[config.mk]
export PLATFORM = sky130hd
export DESIGN_NAME = multitap_keypad_decoder
export DESIGN_NICKNAME = d
export VERILOG_FILES = /design/src/rtl/mkd_pkg.sv /design/src/rtl/multitap_keypad_decoder.sv /design/src/rtl/mkd_decode.sv
export SDC_FILE = /design/constraint.sdc
export NUM_CORES = 1
export LEC_CHECK = 0
export ABC_AREA = 0
export BUFFER_PORTS_ARGS = -buffer_cell sky130_fd_sc_hd__buf_2
export CAP_MARGIN = 20
export CELL_PAD_IN_SITES_DETAIL_PLACEMENT = 1
export CELL_PAD_IN_SITES_GLOBAL_PLACEMENT = 1
export CORE_UTILIZATION = 45
export CTS_CLUSTER_DIAMETER = 150
export DETAILED_ROUTE_END_ITERATION = 10
export PLACE_DENSITY_LB_ADDON = 0.1
export REMOVE_ABC_BUFFERS = 1
export SYNTH_ARGS = -nofsm -noshare
export SYNTH_HDL_FRONTEND = slang
export SYNTH_HIERARCHICAL = 1
export SYNTH_SLANG_ARGS = --single-unit
[constraint.sdc]
create_clock -name aclk -period 11.6 [get_ports aclk]
set_input_delay 1.16 -clock aclk [delete_from_list [all_inputs] [get_ports aclk]]
set_output_delay 1.16 -clock aclk [all_outputs]
set_load 0.005 [all_outputs]
[src/rtl/mkd_pkg.sv]
package mkd_pkg;

    localparam int unsigned SYM_W  = 8;
    localparam int unsigned DIG_W  = 4;
    localparam int unsigned POS_W  = 3;
    localparam int unsigned NSLOT  = 3;
    localparam int unsigned CNT_W  = 2;

    localparam logic [SYM_W-1:0] CH_ZERO  = 8'h30;
    localparam logic [SYM_W-1:0] CH_NINE  = 8'h39;
    localparam logic [SYM_W-1:0] CH_HASH  = 8'h23;
    localparam logic [SYM_W-1:0] CH_SPACE = 8'h20;
    localparam logic [SYM_W-1:0] CH_NUL   = 8'h00;

    typedef struct packed {
        logic             run_active;
        logic [DIG_W-1:0] run_digit;
        logic [POS_W-1:0] tap_position;
        logic             more_than_once;
    } run_state_t;

    typedef struct packed {
        logic [SYM_W-1:0] text_char;
        logic             string_end;
    } result_t;

    typedef struct packed {
        run_state_t       state;
        result_t [NSLOT-1:0] res;
        logic [CNT_W-1:0] count;
    } decode_t;

    // letters per key
    function automatic logic [POS_W-1:0] group_len(input logic [DIG_W-1:0] d);
        logic [POS_W-1:0] n;
        case (d)
            4'd0:    n = 3'd2;
            4'd1:    n = 3'd6;
            4'd7:    n = 3'd5;
            4'd9:    n = 3'd5;
            default: n = 3'd4;
        endcase
        return n;
    endfunction

    function automatic logic [SYM_W-1:0] group_char(input logic [DIG_W-1:0] d,
                                                     input logic [POS_W-1:0] p);
        logic [SYM_W-1:0] c;
        c = CH_NUL;
        case (d)
            4'd1: begin
                case (p)
                    3'd0:    c = ".";
                    3'd1:    c = ",";
                    3'd2:    c = "?";
                    3'd3:    c = "!";
                    3'd4:    c = "-";
                    default: c = "1";
                endcase
            end
            4'd2: c = (p == 3'd3) ? "2" : 8'("a" + p);
            4'd3: c = (p == 3'd3) ? "3" : 8'("d" + p);
            4'd4: c = (p == 3'd3) ? "4" : 8'("g" + p);
            4'd5: c = (p == 3'd3) ? "5" : 8'("j" + p);
            4'd6: c = (p == 3'd3) ? "6" : 8'("m" + p);
            4'd7: c = (p == 3'd4) ? "7" : 8'("p" + p);
            4'd8: c = (p == 3'd3) ? "8" : 8'("t" + p);
            4'd9: c = (p == 3'd4) ? "9" : 8'("w" + p);
            default: c = CH_NUL;
        endcase
        return c;
    endfunction

    // character released when a pending run closes
    function automatic logic [SYM_W-1:0] flush_char(input run_state_t s);
        logic [POS_W-1:0] p;
        logic [SYM_W-1:0] c;
        p = (s.tap_position >= group_len(s.run_digit)) ? '0 : s.tap_position;
        if (s.run_digit == '0) begin
            c = s.more_than_once ? CH_ZERO : CH_SPACE;
        end else begin
            c = group_char(s.run_digit, p);
        end
        return c;
    endfunction

endpackage

[src/rtl/multitap_keypad_decoder.sv]
// multitap keypad decoder
// input stream: one ascii keypad symbol per request on s_tdata, s_tlast marks
// the last symbol of a string. output stream: decoded characters on m_tdata,
// m_tlast set on the zero terminator that closes each string.
// runs of one digit key collapse to a single letter, released when the run
// ends; '#' gives a space, other non-digits only end the run.
// each accepted symbol yields zero to three characters. they are decoded into
// a holding stage at the accepting edge, then leave one per cycle while the
// output is not stalled, through the output register to m_tdata.
// throughput is one symbol per cycle while each symbol yields at most one
// character and m_tready stays high; after a symbol yielding more characters,
// s_tready stays low until at most one of them is left queued.
// reset clears the pending run, empties the holding stage and invalidates the output register.
// when m_tready is low the output register holds its character, the holding
// stage fills, and s_tready drops until space frees up; nothing is lost.
module multitap_keypad_decoder
    import mkd_pkg::*;
(
    input  logic       aclk,
    input  logic       aresetn,
    input  logic       s_tvalid,
    output logic       s_tready,
    input  logic [7:0] s_tdata,   // [7:0] symbol
    input  logic       s_tlast,   // final_symbol
    output logic       m_tvalid,
    input  logic       m_tready,
    output logic [7:0] m_tdata,   // [7:0] text_char
    output logic       m_tlast    // string_end
);

    run_state_t          state_reg, state_next;
    result_t [NSLOT-1:0] hold_reg, hold_next;
    logic [CNT_W-1:0]    hold_cnt_reg, hold_cnt_next;
    logic                out_valid_reg, out_valid_next;
    result_t             out_reg, out_next;

    decode_t dec;
    logic    accept;
    logic    out_free;
    logic    move;

    mkd_decode u_decode (
        .state        (state_reg),
        .symbol       (s_tdata),
        .final_symbol (s_tlast),
        .dec          (dec)
    );

    always_comb begin
        out_free = !out_valid_reg || m_tready;
        move     = out_free && (hold_cnt_reg != '0);
        s_tready = (hold_cnt_reg == '0) || ((hold_cnt_reg == 2'd1) && out_free);
        accept   = s_tvalid && s_tready;

        state_next    = accept ? dec.state : state_reg;
        hold_next     = hold_reg;
        hold_cnt_next = hold_cnt_reg;
        if (accept) begin
            hold_next     = dec.res;
            hold_cnt_next = dec.count;
        end else if (move) begin
            // shift the queue down by one
            hold_next[0]  = hold_reg[1];
            hold_next[1]  = hold_reg[2];
            hold_cnt_next = hold_cnt_reg - 1'b1;
        end

        out_valid_next = out_valid_reg;
        out_next       = out_reg;
        if (move) begin
            out_valid_next = 1'b1;
            out_next       = hold_reg[0];
        end else if (m_tready) begin
            out_valid_next = 1'b0;
        end
    end

    always_ff @(posedge aclk) begin
        if (!aresetn) begin
            state_reg     <= '0;
            hold_cnt_reg  <= '0;
            out_valid_reg <= 1'b0;
        end else begin
            state_reg     <= state_next;
            hold_cnt_reg  <= hold_cnt_next;
            out_valid_reg <= out_valid_next;
        end
    end

    always_ff @(posedge aclk) begin
        hold_reg <= hold_next;
        out_reg  <= out_next;
    end

    assign m_tvalid = out_valid_reg;
    assign m_tdata  = out_reg.text_char;
    assign m_tlast  = out_reg.string_end;

`ifndef SYNTHESIS
    // the terminator always carries a zero character
    a_term_zero: assert property (@(posedge aclk) disable iff (!aresetn)
        (m_tvalid && m_tlast) |-> (m_tdata == 8'h00))
        else $error("terminator with nonzero character");

    // no new request while two or more characters are still queued
    a_no_accept_full: assert property (@(posedge aclk) disable iff (!aresetn)
        (hold_cnt_reg >= 2'd2) |-> !s_tready)
        else $error("request taken with queue full");

    // a pending run always holds a real digit
    a_digit_range: assert property (@(posedge aclk) disable iff (!aresetn)
        state_reg.run_active |-> (state_reg.run_digit <= 4'd9))
        else $error("pending run with bad digit");

    // a final symbol leaves no run pending
    a_final_clears: assert property (@(posedge aclk) disable iff (!aresetn)
        (s_tvalid && s_tready && s_tlast) |=> !state_reg.run_active)
        else $error("run left pending after final symbol");
`endif

endmodule

[src/rtl/mkd_decode.sv]
module mkd_decode
    import mkd_pkg::*;
(
    input  run_state_t       state,
    input  logic [SYM_W-1:0] symbol,
    input  logic             final_symbol,
    output decode_t          dec
);

    logic             is_digit;
    logic [DIG_W-1:0] digit;
    logic             same_run;
    logic             flush_a;
    logic             flush_b;
    logic [POS_W:0]   pos_inc;
    run_state_t       mid;
    run_state_t       nxt;
    result_t [3:0]    slot;
    logic [3:0]       slot_v;
    logic [CNT_W-1:0] k;

    always_comb begin
        is_digit = (symbol >= CH_ZERO) && (symbol <= CH_NINE);
        digit    = DIG_W'(symbol - CH_ZERO);
        same_run = state.run_active && is_digit && (digit == state.run_digit);
        flush_a  = state.run_active && !same_run && (state.run_digit <= 4'd9);

        mid = state;
        if (!same_run) begin
            mid.run_active = 1'b0;
        end
        if (is_digit) begin
            if (same_run) begin
                pos_inc = {1'b0, state.tap_position} + 1'b1;
                mid.tap_position = (pos_inc >= {1'b0, group_len(digit)}) ?
                                   '0 : pos_inc[POS_W-1:0];
                mid.more_than_once = 1'b1;
            end else begin
                pos_inc = '0;
                mid.run_active     = 1'b1;
                mid.run_digit      = digit;
                mid.tap_position   = '0;
                mid.more_than_once = 1'b0;
            end
        end else begin
            pos_inc = '0;
        end

        nxt     = mid;
        flush_b = final_symbol && mid.run_active && (mid.run_digit <= 4'd9);
        if (final_symbol) begin
            nxt.run_active = 1'b0;
        end

        // results in emission order: old run, hash space, last run, terminator
        slot[0] = '{text_char: flush_char(state), string_end: 1'b0};
        slot[1] = '{text_char: CH_SPACE, string_end: 1'b0};
        slot[2] = '{text_char: flush_char(mid), string_end: 1'b0};
        slot[3] = '{text_char: CH_NUL, string_end: 1'b1};
        slot_v  = {final_symbol, flush_b, (symbol == CH_HASH), flush_a};

        dec.state = nxt;
        dec.res   = '0;
        k         = '0;
        for (int i = 0; i < 4; i++) begin
            if (slot_v[i]) begin
                dec.res[k] = slot[i];
                k = k + 1'b1;
            end
        end
        dec.count = k;
    end

endmodule
Yosys cells after proc, flatten, opt, wreduce, memory -nomap -nowiden
Cells that the tools add are included.
{ "totals": {"reg_bits": 48, "inputBits": 13, "output_inout_bits": 11, "elab_cells": 174} }
{ "op_classes": {"addsub": 22, "magnitude_cmp": 13, "eq_ne": 32, "muxes": 58, "bitwise": 6, "reduce_logical": 29} }
{ "ops": {"columns": ["operator", "count"], "rows": [
  ["2-to-1 mux 8 bit", 18],
  ["case mux 8 bit (9 select lines)", 2],
  ["adder 7 x 3 -> 8 bit (first input constant)", 16],
  ["2-to-1 mux 27 bit", 3],
  ["demux 9 bit (select 2 bit)", 3],
  ["case mux 5 bit (5 select lines)", 2],
  ["NOT 24 bit", 2],
  ["2-to-1 mux 9 bit", 5],
  ["== test 4 x 3 -> 1 bit (second input constant)", 9],
  ["2-to-1 mux 18 bit", 2],
  ["bitwise mux 27 bit", 1],
  ["case mux 3 bit (3 select lines)", 3],
  ["AND 24 bit", 1],
  ["AND 8 x 24 -> 24 bit", 1],
  ["== test 4 bit (second input constant)", 5],
  ["== test 4 x 2 -> 1 bit (second input constant)", 4],
  ["2-to-1 mux 3 bit", 5],
  ["2-to-1 mux 5 bit", 3],
  ["logical AND 1 bit", 13],
  ["== test 3 x 2 -> 1 bit (second input constant)", 4],
  ["== test 4 x 1 -> 1 bit (second input constant)", 3],
  ["zero test 4 bit", 3],
  ["2-to-1 mux 2 bit", 5],
  ["== test 8 x 6 -> 1 bit (second input constant)", 1],
  ["other kinds (28)", 46]
]} }

Logic depth before layout (Yosys ltp)
Gate-level depths: netlist (run 1).
{ "logic_depth": {"depth_word": 24, "depth_mapped": 24, "mapped_depth_nobuf": 23} }

Cells and area by module
Netlist (run 1), hierarchy kept.
{ "by_module_without_submodules": {"columns": ["mod", "instances", "cells_per_inst", "area_per_inst_um2", "seq_area_each_um2"], "rows": [
  ["mkd_decode", 1, 387, 2606.2, 0.0],
  ["multitap_keypad_decoder", 1, 155, 1848.0, 1321.3]
]} }

Worst setup path after synthesis (run 1)
No wires, ideal clock.
{ "synth_timing": {"kind": "input to register", "startpoint": "in s_tdata[3]", "endpoint": "reg hold_reg[13] in the netlist's numbering, data pin", "setup_time_ns": 0.253, "arrival_ns": 5.888, "required_time_ns": 11.347, "setup_slack_ns": 5.459, "stages": 23, "n_path_buf": 1, "cell_sequence": "buf_6 -> inv_1 -> or3_1 -> a21boi_0 -> ha_1 -> nor3b_1 -> o21ai_1 -> or4_1 -> o21a_1 -> ha_1 -> nor2b_1 -> o21ai_0 -> or3_1 -> o22a_2 -> ha_1 -> ha_1 -> and2_1 -> o31ai_1 -> a211oi_1 -> or4_1 -> nor2b_1 -> nand2_1 -> nand2_1"} }
{ "synth_rtl": {"columns": ["item", "line", "rtl"], "rows": [
  ["from (decl)", "multitap_keypad_decoder.sv:23", "input logic [7:0] s_tdata,"],
  ["to (signal assigned)", "multitap_keypad_decoder.sv:91", "hold_reg <= hold_next;"],
  ["to (decl)", "multitap_keypad_decoder.sv:32", "result_t [NSLOT-1:0] hold_reg, hold_next;"]
]} }

==> metrics, run 1 <==
share of layout cells above drive strength 1 12.1%; Vias per Instance 5.95; final wirelength 12800 um; die area 0.0103 mm2; Row Count 35; Routed Antenna Nets 0; setup slack after layout 4.92 ns; Diodes inserted 0; PD cells 133 mW/mm2; headroom to the max-slew limit 41.3%; Max FO, Critical Path 9; syn_area_per_cell 8.22 um2; all-layer global routing usage 25.4%; Final #Nets 599; Finished Layout Cells 676; crit path DAT 6.74 ns; worst r2r src state_reg[7]; register bit total from synthesis 48; Worst Path Required 11.66 ns; max_cap viols 0; worst skew pair latency 0.30 ns; Setup crit end kind register; Post-synth ARST share 0%; Reg2Reg Setup Slack 5.03 ns; Worst Hold Launch hold_reg[5]; layout overhead on the synthesized area 6.43%; CTS max path bufs 2; Num CTS Buffers 5; Synth Instances 542; setup TNS 0 ns; Ports 24; vias in the first global route 3940; Worst VDD drop 0.0000789 V; IO buf count 23; initial antenna violation count 0; cts repair resizes 0; Mapped Area 0.00445 mm2; RR Endpoint hold_reg[13]; first-pass GRT wire length 20500 um; top cell type's share of synthesized area 24.3%; fin crit period 6.68 ns; top cells by area, synth edfxtp_1, ha_1, nand2_1; hold worst-path end m_tdata[4]; final core occ 50.4%; Place WS 4.71 ns; core box area 0.00942 mm2; setup bufs post-CTS 0; Starting Density 47.3%; hold depth 0; DR WL/cell 18.9 um; htree depth 2; worst-margin pin slew 0.878 ns; Worst Setup Start Kind input pin; overall die height 101 um; biggest area consumer among synthesized cells edfxtp_1; DPL Wire Length 9530 um; final setup vio count 0; GRT overflow 0; clock root buffer clkbuf_8; RSZ-0062 raised after global routing false; outcome finished, final reports clean; top_reg_cell synth edfxtp_1; FMAX 0.150 GHz; Fin. Hold Viols 0; sequential fraction of the synthesis area 29.7%; CTS tree yes; Hold Path Class reg -> reg; total power 630 uW; RePlAce Congestion 1.05; clock-pin slew on the worst setup and hold paths 0.09 ns; Starting DRT DRC Count 165; Clock Sinks 48; max reg flops 27; Chip Width 101 um; Synth top cells by count nand2_1, ha_1, nor2_1, edfxtp_1, inv_1; Slew Limit Fails 0; largest net degree at the start of global routing 38; post-synth cell types 86; top-count cell post-synth nand2_1; drt pass-1 iters 4; DRC 0; Period Utilization, post-route 57.6%; hold buffers post-CTS 0; Worst Skew 0.00968 ns; leak pwr 0.00194 uW; yosys warns 6; Post-synth EDFFs 36; R2R depth 20; vias after detailed routing 4025; Inst Count DP 668; CP Class in -> reg
-- cell usage in the layout, fill, tap and decap left out, drive strengths merged, types with 7 or more instances in the layout --
cell type	count
a21boi	13
a21oi	26
a31oi	10
buf	27
dfxtp	12
edfxtp	36
ha	40
inv	29
mux2i	7
nand2	116
nand2b	8
nand3	11
nor2	39
nor2b	7
nor3	12
o21ai	23
or3	8
xnor2	8
-- worst max path at each step --
stage | from | endpoint | slack, ns
6_report | s_tdata[1] | hold_reg[13] | 4.92
5_1_grt | s_tdata[1] | hold_reg[13] | 4.59
4_1_cts | s_tdata[1] | hold_reg[13] | 4.96
3_5_place_dp | s_tdata[1] | hold_reg[13] | 4.71
3_3_place_gp | s_tdata[1] | hold_reg[13] | 4.82
2_1_floorplan | s_tdata[3] | hold_reg[13] | 5.56
-- power breakdown --
group / leakage (uW) / internal [uW] / switching [uW]
Combinational: 0.00141 / 58.5 / 125
Clock: 0.0000687 / 86.8 / 58.9
Sequential: 0.000460 / 280 / 20.2
-- through the flow --
| step | instance area, um2 | hold WS [ns] |
|---|---|---|
| 2_1_floorplan | 4300 | 0.400 |
| 4_1_cts | 4740 | 0.433 |
| 6_report | 4740 | 0.428 |
| 3_5_place_dp | 4600 | 0.409 |
| 5_1_grt | 4740 | 0.448 |
| 3_3_place_gp | 4600 | 0.402 |
-- layout make-up --
type / instances / area, um2
sequential: 48 / 1320
clock buffer: 5 / 68.8
timing repair buffer: 27 / 145
clock inverter: 3 / 68.8
inverter: 30 / 116
fill: 1146 / 4670
multi-input combinational: 434 / 2860
tap: 129 / 161
-- layer usage --
layer	up-vias	global-route usage, %	share of wire (%)
met2	94	43.1	47
met3	9	2.97	4.0
met1	1971	35.3	48
met4	0	3.90	0.93
li1	1951	-	-
met5	-	0	0
-- logic make-up (layout without fill, tap and decap cells) --
group | Yosys count | in the layout | share of synthesized area, %
AOI/OAI and AO/OA | 140 | 140 | 23.1
xor gates and xnor gates | 9 | 9 | 2.11
adders and majority gates | 40 | 40 | 11.2
buffers and inverters | 62 | 65 | 6.32
DFF | 48 | 48 | 29.7
muxes | 7 | 7 | 1.57
other | 1 | 3 | 0.0842
and+or+nand+nor | 235 | 235 | 25.9
-- critical path: stages --
cell and delay [ns]:
buf_2 0.21, xnor2_2 0.14, nand3_2 0.21, o21ai_1 0.30, mux2i_1 0.72, nand2_1 0.37, nor2_1 0.34, ha_1 0.31
a21oi_1 0.14, o21ai_0 0.22, or3_1 0.37, o22a_2 0.28, ha_1 0.30, ha_1 0.30, and2_1 0.17, o31ai_1 0.19
a211oi_1 0.16, or4_1 0.55, nor2b_1 0.16, nand2_1 0.08, nand2_1 0.06
Power figures use the tool's default switching activity.
==> inputs of run 2 (changes only) <==
--- a/config.mk
+++ b/config.mk
@@ -5,12 +5,12 @@
 export SDC_FILE = /design/constraint.sdc
 export NUM_CORES = 1
 export LEC_CHECK = 0
-export ABC_AREA = 0
+export ABC_AREA = 1
 export BUFFER_PORTS_ARGS = -buffer_cell sky130_fd_sc_hd__buf_2
 export CAP_MARGIN = 20
 export CELL_PAD_IN_SITES_DETAIL_PLACEMENT = 1
 export CELL_PAD_IN_SITES_GLOBAL_PLACEMENT = 1
-export CORE_UTILIZATION = 45
+export CORE_UTILIZATION = 41
 export CTS_CLUSTER_DIAMETER = 150
 export DETAILED_ROUTE_END_ITERATION = 10
 export PLACE_DENSITY_LB_ADDON = 0.1
==> constraint.sdc (replaced) <==
create_clock -name aclk -period 5.9 [get_ports aclk]
set_input_delay 0.59 -clock aclk [delete_from_list [all_inputs] [get_ports aclk]]
set_output_delay 0.59 -clock aclk [all_outputs]
set_load 0.005 [all_outputs]
==> run 2 against run 1 <==
- sequential share of layout area is 0.97 points higher
- routed wire length is 10% lower
- synthesized cell count is 16% higher
- sequential power is 110% higher
- die area is 5.7% higher
- clock skew is 0.0036 ns lower
- highest routed layer unchanged
==> metrics, run 2 <==
final setup vio count 0 (unchanged); PD cells 468 mW/mm2 (was 133 mW/mm2); Mapped Area 0.00429 mm2 (was 0.00445 mm2); vias in the first global route 4088 (was 3940); top cells by area, synth edfxtp_1, nand2_1, ha_1 (was edfxtp_1, ha_1, nand2_1); Worst Setup Start Kind input pin (unchanged); syn_area_per_cell 6.80 um2 (was 8.22 um2); Post-Synth Simple-Gate Area 35.8% (was 25.9%); crit path DAT 4.73 ns (was 6.74 ns); core box area 0.00995 mm2 (was 0.00942 mm2); top_reg_cell synth edfxtp_1 (unchanged); largest family of logic cells by synthesized area simple AND/OR/NAND/NOR gates (unchanged); DPL Wire Length 9250 um (was 9530 um); worst r2r src state_reg[1] (was state_reg[7]); worst skew pair latency 0.31 ns (was 0.30 ns); CP Class in -> reg (unchanged); outcome finished, final reports clean (unchanged); RePlAce Congestion 0.913 (was 1.05); max reg flops 27 (unchanged); Synth top cells by count nand2_1, inv_1, nor2_1, ha_1, edfxtp_1 (was nand2_1, ha_1, nor2_1, edfxtp_1, inv_1); most frequent cells in the layout nand2_1, inv_1, nor2_1 (was nand2_1, ha_1, nor2_1); Worst Skew 0.00607 ns (was 0.00968 ns); headroom to the max-slew limit 33.4% (was 41.3%); total power 2140 uW (was 630 uW); Num CTS Buffers 5 (unchanged); Clock Sinks 48 (unchanged); setup TNS 0 ns (unchanged); FMAX 0.215 GHz; all-layer global routing usage 22.4% (was 25.4%); Chip Width 104 um (was 101 um); biggest area consumer among synthesized cells edfxtp_1 (unchanged); Fin. Hold Viols 0 (unchanged); Slew Limit Fails 0 (unchanged); IO buf count 23 (unchanged); most common cell after layout, fill and taps aside nand2_1 (unchanged); vias after detailed routing 3973 (was 4025); Post-Synth Adder-Cell Area 11.7% (was 11.2%); Worst Path Required 5.98 ns (was 11.66 ns); Final #Nets 702 (was 599); post-synth cell types 41 (was 86); Starting Density 43.1% (was 47.3%); CTS tree yes (unchanged); fin crit period 4.66 ns; hold depth 0 (unchanged); drt pass-1 iters 4 (unchanged); crit path launch s_tdata[7] (was s_tdata[1]); RSZ-0062 raised after global routing false (unchanged); Max FO, Critical Path 12 (was 9); cts repair resizes 0 (unchanged); Worst VDD drop 0.000257 V (was 0.0000789 V); Setup crit end kind register (unchanged); Ports 24 (unchanged); clock root buffer clkbuf_8 (unchanged); Period Utilization, post-route 78.9%; top cell type's share of synthesized area 25.2% (was 24.3%); post-synthesis mux area share 0% (was 1.57%); worst-margin pin slew 0.999 ns (was 0.878 ns); hold buffers post-CTS 0 (unchanged); sequential fraction of the synthesis area 30.8% (was 29.7%); Synth Instances 631 (was 542); clock-pin slew on the worst setup and hold paths 0.10 ns (was 0.09 ns); Place WS 0.918 ns (was 4.71 ns); Starting DRT DRC Count 130 (was 165); Post-synth ARST share 0% (unchanged); Synth Area in XOR/XNOR 0.204% (was 2.11%); overall die height 104 um (was 101 um); CTS max path bufs 2 (unchanged); DR WL/cell 14.7 um (was 18.9 um); final wirelength 11500 um (was 12800 um); Routed Antenna Nets 0 (unchanged); yosys warns 6 (unchanged); GRT overflow 0 (unchanged); largest net degree at the start of global routing 37 (was 38); first-pass GRT wire length 19800 um (was 20500 um); setup bufs post-CTS 0 (unchanged); top-count cell post-synth nand2_1 (unchanged); initial antenna violation count 0 (unchanged); register bit total from synthesis 48 (unchanged); Row Count 36 (was 35); Vias per Instance 5.07 (was 5.95); DRC 0 (unchanged); leak pwr 0.00232 uW (was 0.00194 uW); max_cap viols 0 (unchanged); R2R depth 29 (was 20); die area 0.0109 mm2 (was 0.0103 mm2); Hold Path Class reg -> reg (unchanged); complex-gate fraction of the synthesized area 10.4% (was 23.1%); share of layout cells above drive strength 1 12.2% (was 12.1%); Diodes inserted 0 (unchanged); Worst Hold Launch hold_reg[1] (was hold_reg[5]); Hold Slack 0.421 ns (was 0.428 ns); Post-synth EDFFs 36 (unchanged); layout overhead on the synthesized area 6.73% (was 6.43%); htree depth 2 (unchanged); setup slack after layout 1.24 ns (was 4.92 ns)
-- run 2: cell count changes in the layout (fill, tap and decap cells not counted), moves of 9 or more --
cell,change
nor2_2,+10
nand2_2,+10
nand2_1,+93
inv_1,+57
nor2_1,+45
a21boi_0,-11
o21ai_0,+9
nand3_1,+20
-- run 2: worst paths after layout --
check,end,slack (ns)
min reg2reg,m_tdata[0],0.42
min,m_tdata[0],0.42
max reg2reg,hold_reg[4],1.32
max,hold_reg[4],1.24
-- run 2: cells by family after synthesis --
logic type               count (synthesis)
AND/OR/NAND/NOR                        360
buffers and inverters                  107
AO/OA/AOI/OAI                           74
flip-flops                              48
adder cells (fa/ha/maj)                 40
XOR/XNOR                                 1
other                                    1
-- run 2: routing by layer --
| layer | wire, um | vias to the layer above | part of all wire (%) | GRT usage [%] |
|---|---|---|---|---|
| met5 | 0 | - | 0 | 0 |
| met4 | 182 | 0 | 1.6 | 4.90 |
| met3 | 320 | 20 | 2.8 | 2.51 |
| met2 | 5260 | 66 | 46 | 37.9 |
| met1 | 5710 | 1856 | 50 | 30.4 |
| li1 | - | 2031 | - | - |
-- run 2: through the flow --
stage	cell area, um2	util, %	std cells
global placement	4470	44.9	775
floorplan	4190	-	619
global route	4580	46.0	783
finish	4580	46.0	783
detailed placement	4470	44.9	775
CTS	4580	46.0	783
-- run 2: critical path, stage by stage --
cell and delay, ns:
buf_2 0.10, inv_1 0.05, nand2_1 0.09, nor2_2 0.14, nand2_1 0.34, nand2_1 0.23, o21ai_4 0.10, nor2_2 0.15
inv_1 0.11, nor2_1 0.21, ha_1 0.31, a21oi_1 0.14, o21ai_0 0.10, a31oi_2 0.35, nand2_2 0.23, inv_1 0.20
ha_1 0.29, inv_1 0.09, nand2_1 0.14, inv_1 0.07, nand3_1 0.07, nand2_1 0.05, nor2_1 0.15, nand3_1 0.12
nand2_1 0.08, a21oi_1 0.08, nand2_1 0.09, nand2_1 0.05
-- run 2: cell type report --
type	instances	area [um2]
Clock buffer	5	68.8
Clock inverter	3	46.3
Timing Repair Buffer	23	115
Tap cell	133	166
Fill cell	1328	5370
Sequential cell	48	1320
Multi-Input combinational cell	478	2510
Inverter	93	358
-- run 2: report_power, final --
group / switching [uW] / total (uW) / internal [uW]
clock: 121 / 248 / 128
combinational: 860 / 1250 / 390
sequential: 79.0 / 645 / 566
total: 1060 / 2140 / 1080
==> inputs of run 3 (changes only) <==
--- a/config.mk
+++ b/config.mk
@@ -10,7 +10,7 @@
 export CAP_MARGIN = 20
 export CELL_PAD_IN_SITES_DETAIL_PLACEMENT = 1
 export CELL_PAD_IN_SITES_GLOBAL_PLACEMENT = 1
-export CORE_UTILIZATION = 41
+export CORE_UTILIZATION = 45
 export CTS_CLUSTER_DIAMETER = 150
 export DETAILED_ROUTE_END_ITERATION = 10
 export PLACE_DENSITY_LB_ADDON = 0.1
==> constraint.sdc (replaced) <==
create_clock -name aclk -period 4.71 [get_ports aclk]
set_input_delay 0.471 -clock aclk [delete_from_list [all_inputs] [get_ports aclk]]
set_output_delay 0.471 -clock aclk [all_outputs]
set_load 0.005 [all_outputs]
==> run 3 against run 2 <==
- critical path depth stayed put
- core utilization is 4.3 points higher
- worst hold slack improved by 0.0045 ns
- flip-flop and latch count unchanged
- final area up 1.6%
- clock skew about the same
- power is 29% higher
- routed wire length up 1.6%
- clock power is 26% higher
- combinational power increased by 33%
- clock-buffer cell count unchanged
- global-route usage increased by 2.8 points
- critical path type is now reg -> reg
- critical endpoint unchanged
- largest cell class unchanged
- largest power group unchanged
==> metrics, run 3 (synthesized netlist as in run 2, its figures left out) <==
outcome finished, final reports clean (unchanged); crit path launch state_reg[1] (was s_tdata[7]); Final #Nets 709 (was 702); multi-input logic area 0.00253 mm2 (was 0.00251 mm2); die area 0.00993 mm2 (was 0.0109 mm2); R2R depth 28 (was 29); met2 Use GR 44.2% (was 37.9%); Most Crowded Layer GR met2 (unchanged); initial antenna violation count 0 (unchanged); CTS tree yes (unchanged); Place WS -0.00820 ns (was 0.918 ns); Register Area 0.00132 mm2 (unchanged); CP Class reg -> reg (was in -> reg); hold depth 0 (unchanged); clock root buffer clkbuf_8 (unchanged); worst r2r src state_reg[1] (unchanged); Starting Density 46.5% (was 43.1%); CP peak stage delay 0.33 ns (was 0.35 ns); all-layer global routing usage 25.2% (was 22.4%); most common cell after layout, fill and taps aside nand2_1 (unchanged); WP depth 28 (unchanged); DRC 0 (unchanged); most frequent cells in the layout nand2_1, inv_1, nor2_1 (unchanged); Hold Slack 0.426 ns (was 0.421 ns); Num CTS Buffers 5 (unchanged); sw power 1350 uW (was 1060 uW); Vias per Instance 5.10 (was 5.07); GRT overflow 0 (unchanged); vias in the first global route 4118 (was 4088); combinational fraction of design power 59.9% (was 58.3%); Routed Antenna Nets 0 (unchanged); htree depth 2 (unchanged); setup TNS 0 ns (unchanged); crit path DAT 4.28 ns (was 4.73 ns); GR Layer Usage met1 33.6% (was 30.4%); Hold Path Class reg -> reg (unchanged); largest net degree at the start of global routing 37 (unchanged); final setup vio count 0 (unchanged); final wirelength 11700 um (was 11500 um); Reg2Reg Setup Slack 0.49 ns (was 1.32 ns); overall die height 99.7 um (was 104 um); max reg flops 27 (unchanged); Finished Layout Cells 786 (was 783); RR Endpoint hold_reg[4] (unchanged); Buf+Inv Stages, Crit Path 5 (was 6); Row Count 35 (was 36); Final Cell Area 0.00465 mm2 (was 0.00458 mm2); Period Utilization, post-route 89.6%; core box area 0.00924 mm2 (was 0.00995 mm2); CP delay by family, top simple AND/OR/NAND/NOR gates (unchanged); RSZ-0062 raised after global routing false (unchanged); worst-margin pin slew 0.995 ns (was 0.999 ns); PD cells 594 mW/mm2 (was 468 mW/mm2); clock-pin slew on the worst setup and hold paths 0.10 ns (about the same); register share of total power 28.8% (was 30.1%); Setup crit end kind register (unchanged); max_cap viols 0 (unchanged); Chip Width 99.7 um (was 104 um); Slew Limit Fails 0 (unchanged); CTS max path bufs 2 (unchanged); Ports 24 (unchanged); Diodes inserted 0 (unchanged); hold worst-path end m_tdata[4] (was m_tdata[0]); setup slack after layout 0.488 ns (was 1.24 ns); Worst VDD drop 0.000301 V (was 0.000257 V); IO buf count 23 (unchanged); Worst Setup Start Kind register (was input pin); Int Pwr 1410 uW (was 1080 uW); Starting DRT DRC Count 157 (was 130); drt pass-1 iters 4 (unchanged); Clock Sinks 48 (unchanged); Worst Skew 0.00602 ns (was 0.00607 ns); RePlAce Congestion 0.955 (was 0.913); leak pwr 0.00236 uW (was 0.00232 uW); Placed Area 0.00451 mm2 (was 0.00447 mm2); CP max-delay cell dfxtp_1 (was a31oi_2); hold buffers post-CTS 0 (unchanged); Fin. Hold Viols 0 (unchanged); Max FO, Critical Path 6 (was 12); Worst Hold Launch hold_reg[5] (was hold_reg[1]); layout overhead on the synthesized area 8.42% (was 6.73%); vias after detailed routing 4011 (was 3973); FMAX 0.237 GHz; Fillers 1241 (was 1328); Clock Power Share 11.3% (was 11.6%); share of layout cells above drive strength 1 13.9% (was 12.2%); worst skew pair latency 0.31 ns (about the same); headroom to the max-slew limit 33.7% (was 33.4%); met3 Usage GRT 2.67% (was 2.51%); DR WL/cell 14.8 um (was 14.7 um); first-pass GRT wire length 19900 um (was 19800 um); fin crit period 4.22 ns; Inst Count DP 777 (was 775); Worst Path Required 4.77 ns (was 5.98 ns); Sw Ratio 48.9% (was 49.4%); DPL Wire Length 9410 um (was 9250 um)
[run 3: final cells by class]
class,instances,area share (%)
clock inverter,3,0.995
multi-input combinational,478,54.4
inverter,93,7.69
sequential,48,28.4
tap,129,3.47
clock buffer,5,1.48
timing repair buffer,30,3.60
[run 3: power by group through the flow]
stage	logic, uW	registers, uW	clock network, uW
global placement	1560	795	0
CTS	1640	799	321
detailed placement	1630	809	0
floorplan	1140	792	0
global route	1890	818	335
finish	1660	796	312
[run 3: stage by stage]
step / total power (uW) / util, %
after floorplan: 1930 / -
after detailed placement: 2440 / 48.8
after global routing: 3040 / 50.4
after CTS: 2760 / 50.0
after global placement: 2350 / 48.8
final: 2770 / 50.4
[run 3: worst reg2reg max path: cells and delay by family, from the launching register on]
kind	cells	cell delay [ns]
and+or+nand+nor	12	1.25
xor gates and xnor gates	1	0.22
buffers and inverters	5	0.33
adders and majority gates	5	1.18
DFF	1	0.33
AOI/OAI and AO/OA	5	0.67
[run 3: worst max path at each step]
stage | endpoint | slack, ns
2_1_floorplan | hold_reg[4] | 0.67
3_5_place_dp | hold_reg[4] | -0.008
5_1_grt | hold_reg[4] | 0.04
4_1_cts | hold_reg[4] | 0.32
6_report | hold_reg[4] | 0.49
3_3_place_gp | hold_reg[4] | 0.27
[run 3: what timing repair did]
item	4_1_cts	5_1_grt
buffers inserted	0	1
setup endpoints to repair	0	5
gates resized for setup	0	6
[run 3: metal layers]
layer	wire length [um]	vias to the layer above	share of wire (%)
met3	370	10	3.2
li1	-	2039	-
met5	0	-	0
met2	5660	84	49
met1	5500	1878	47
met4	128	0	1.1
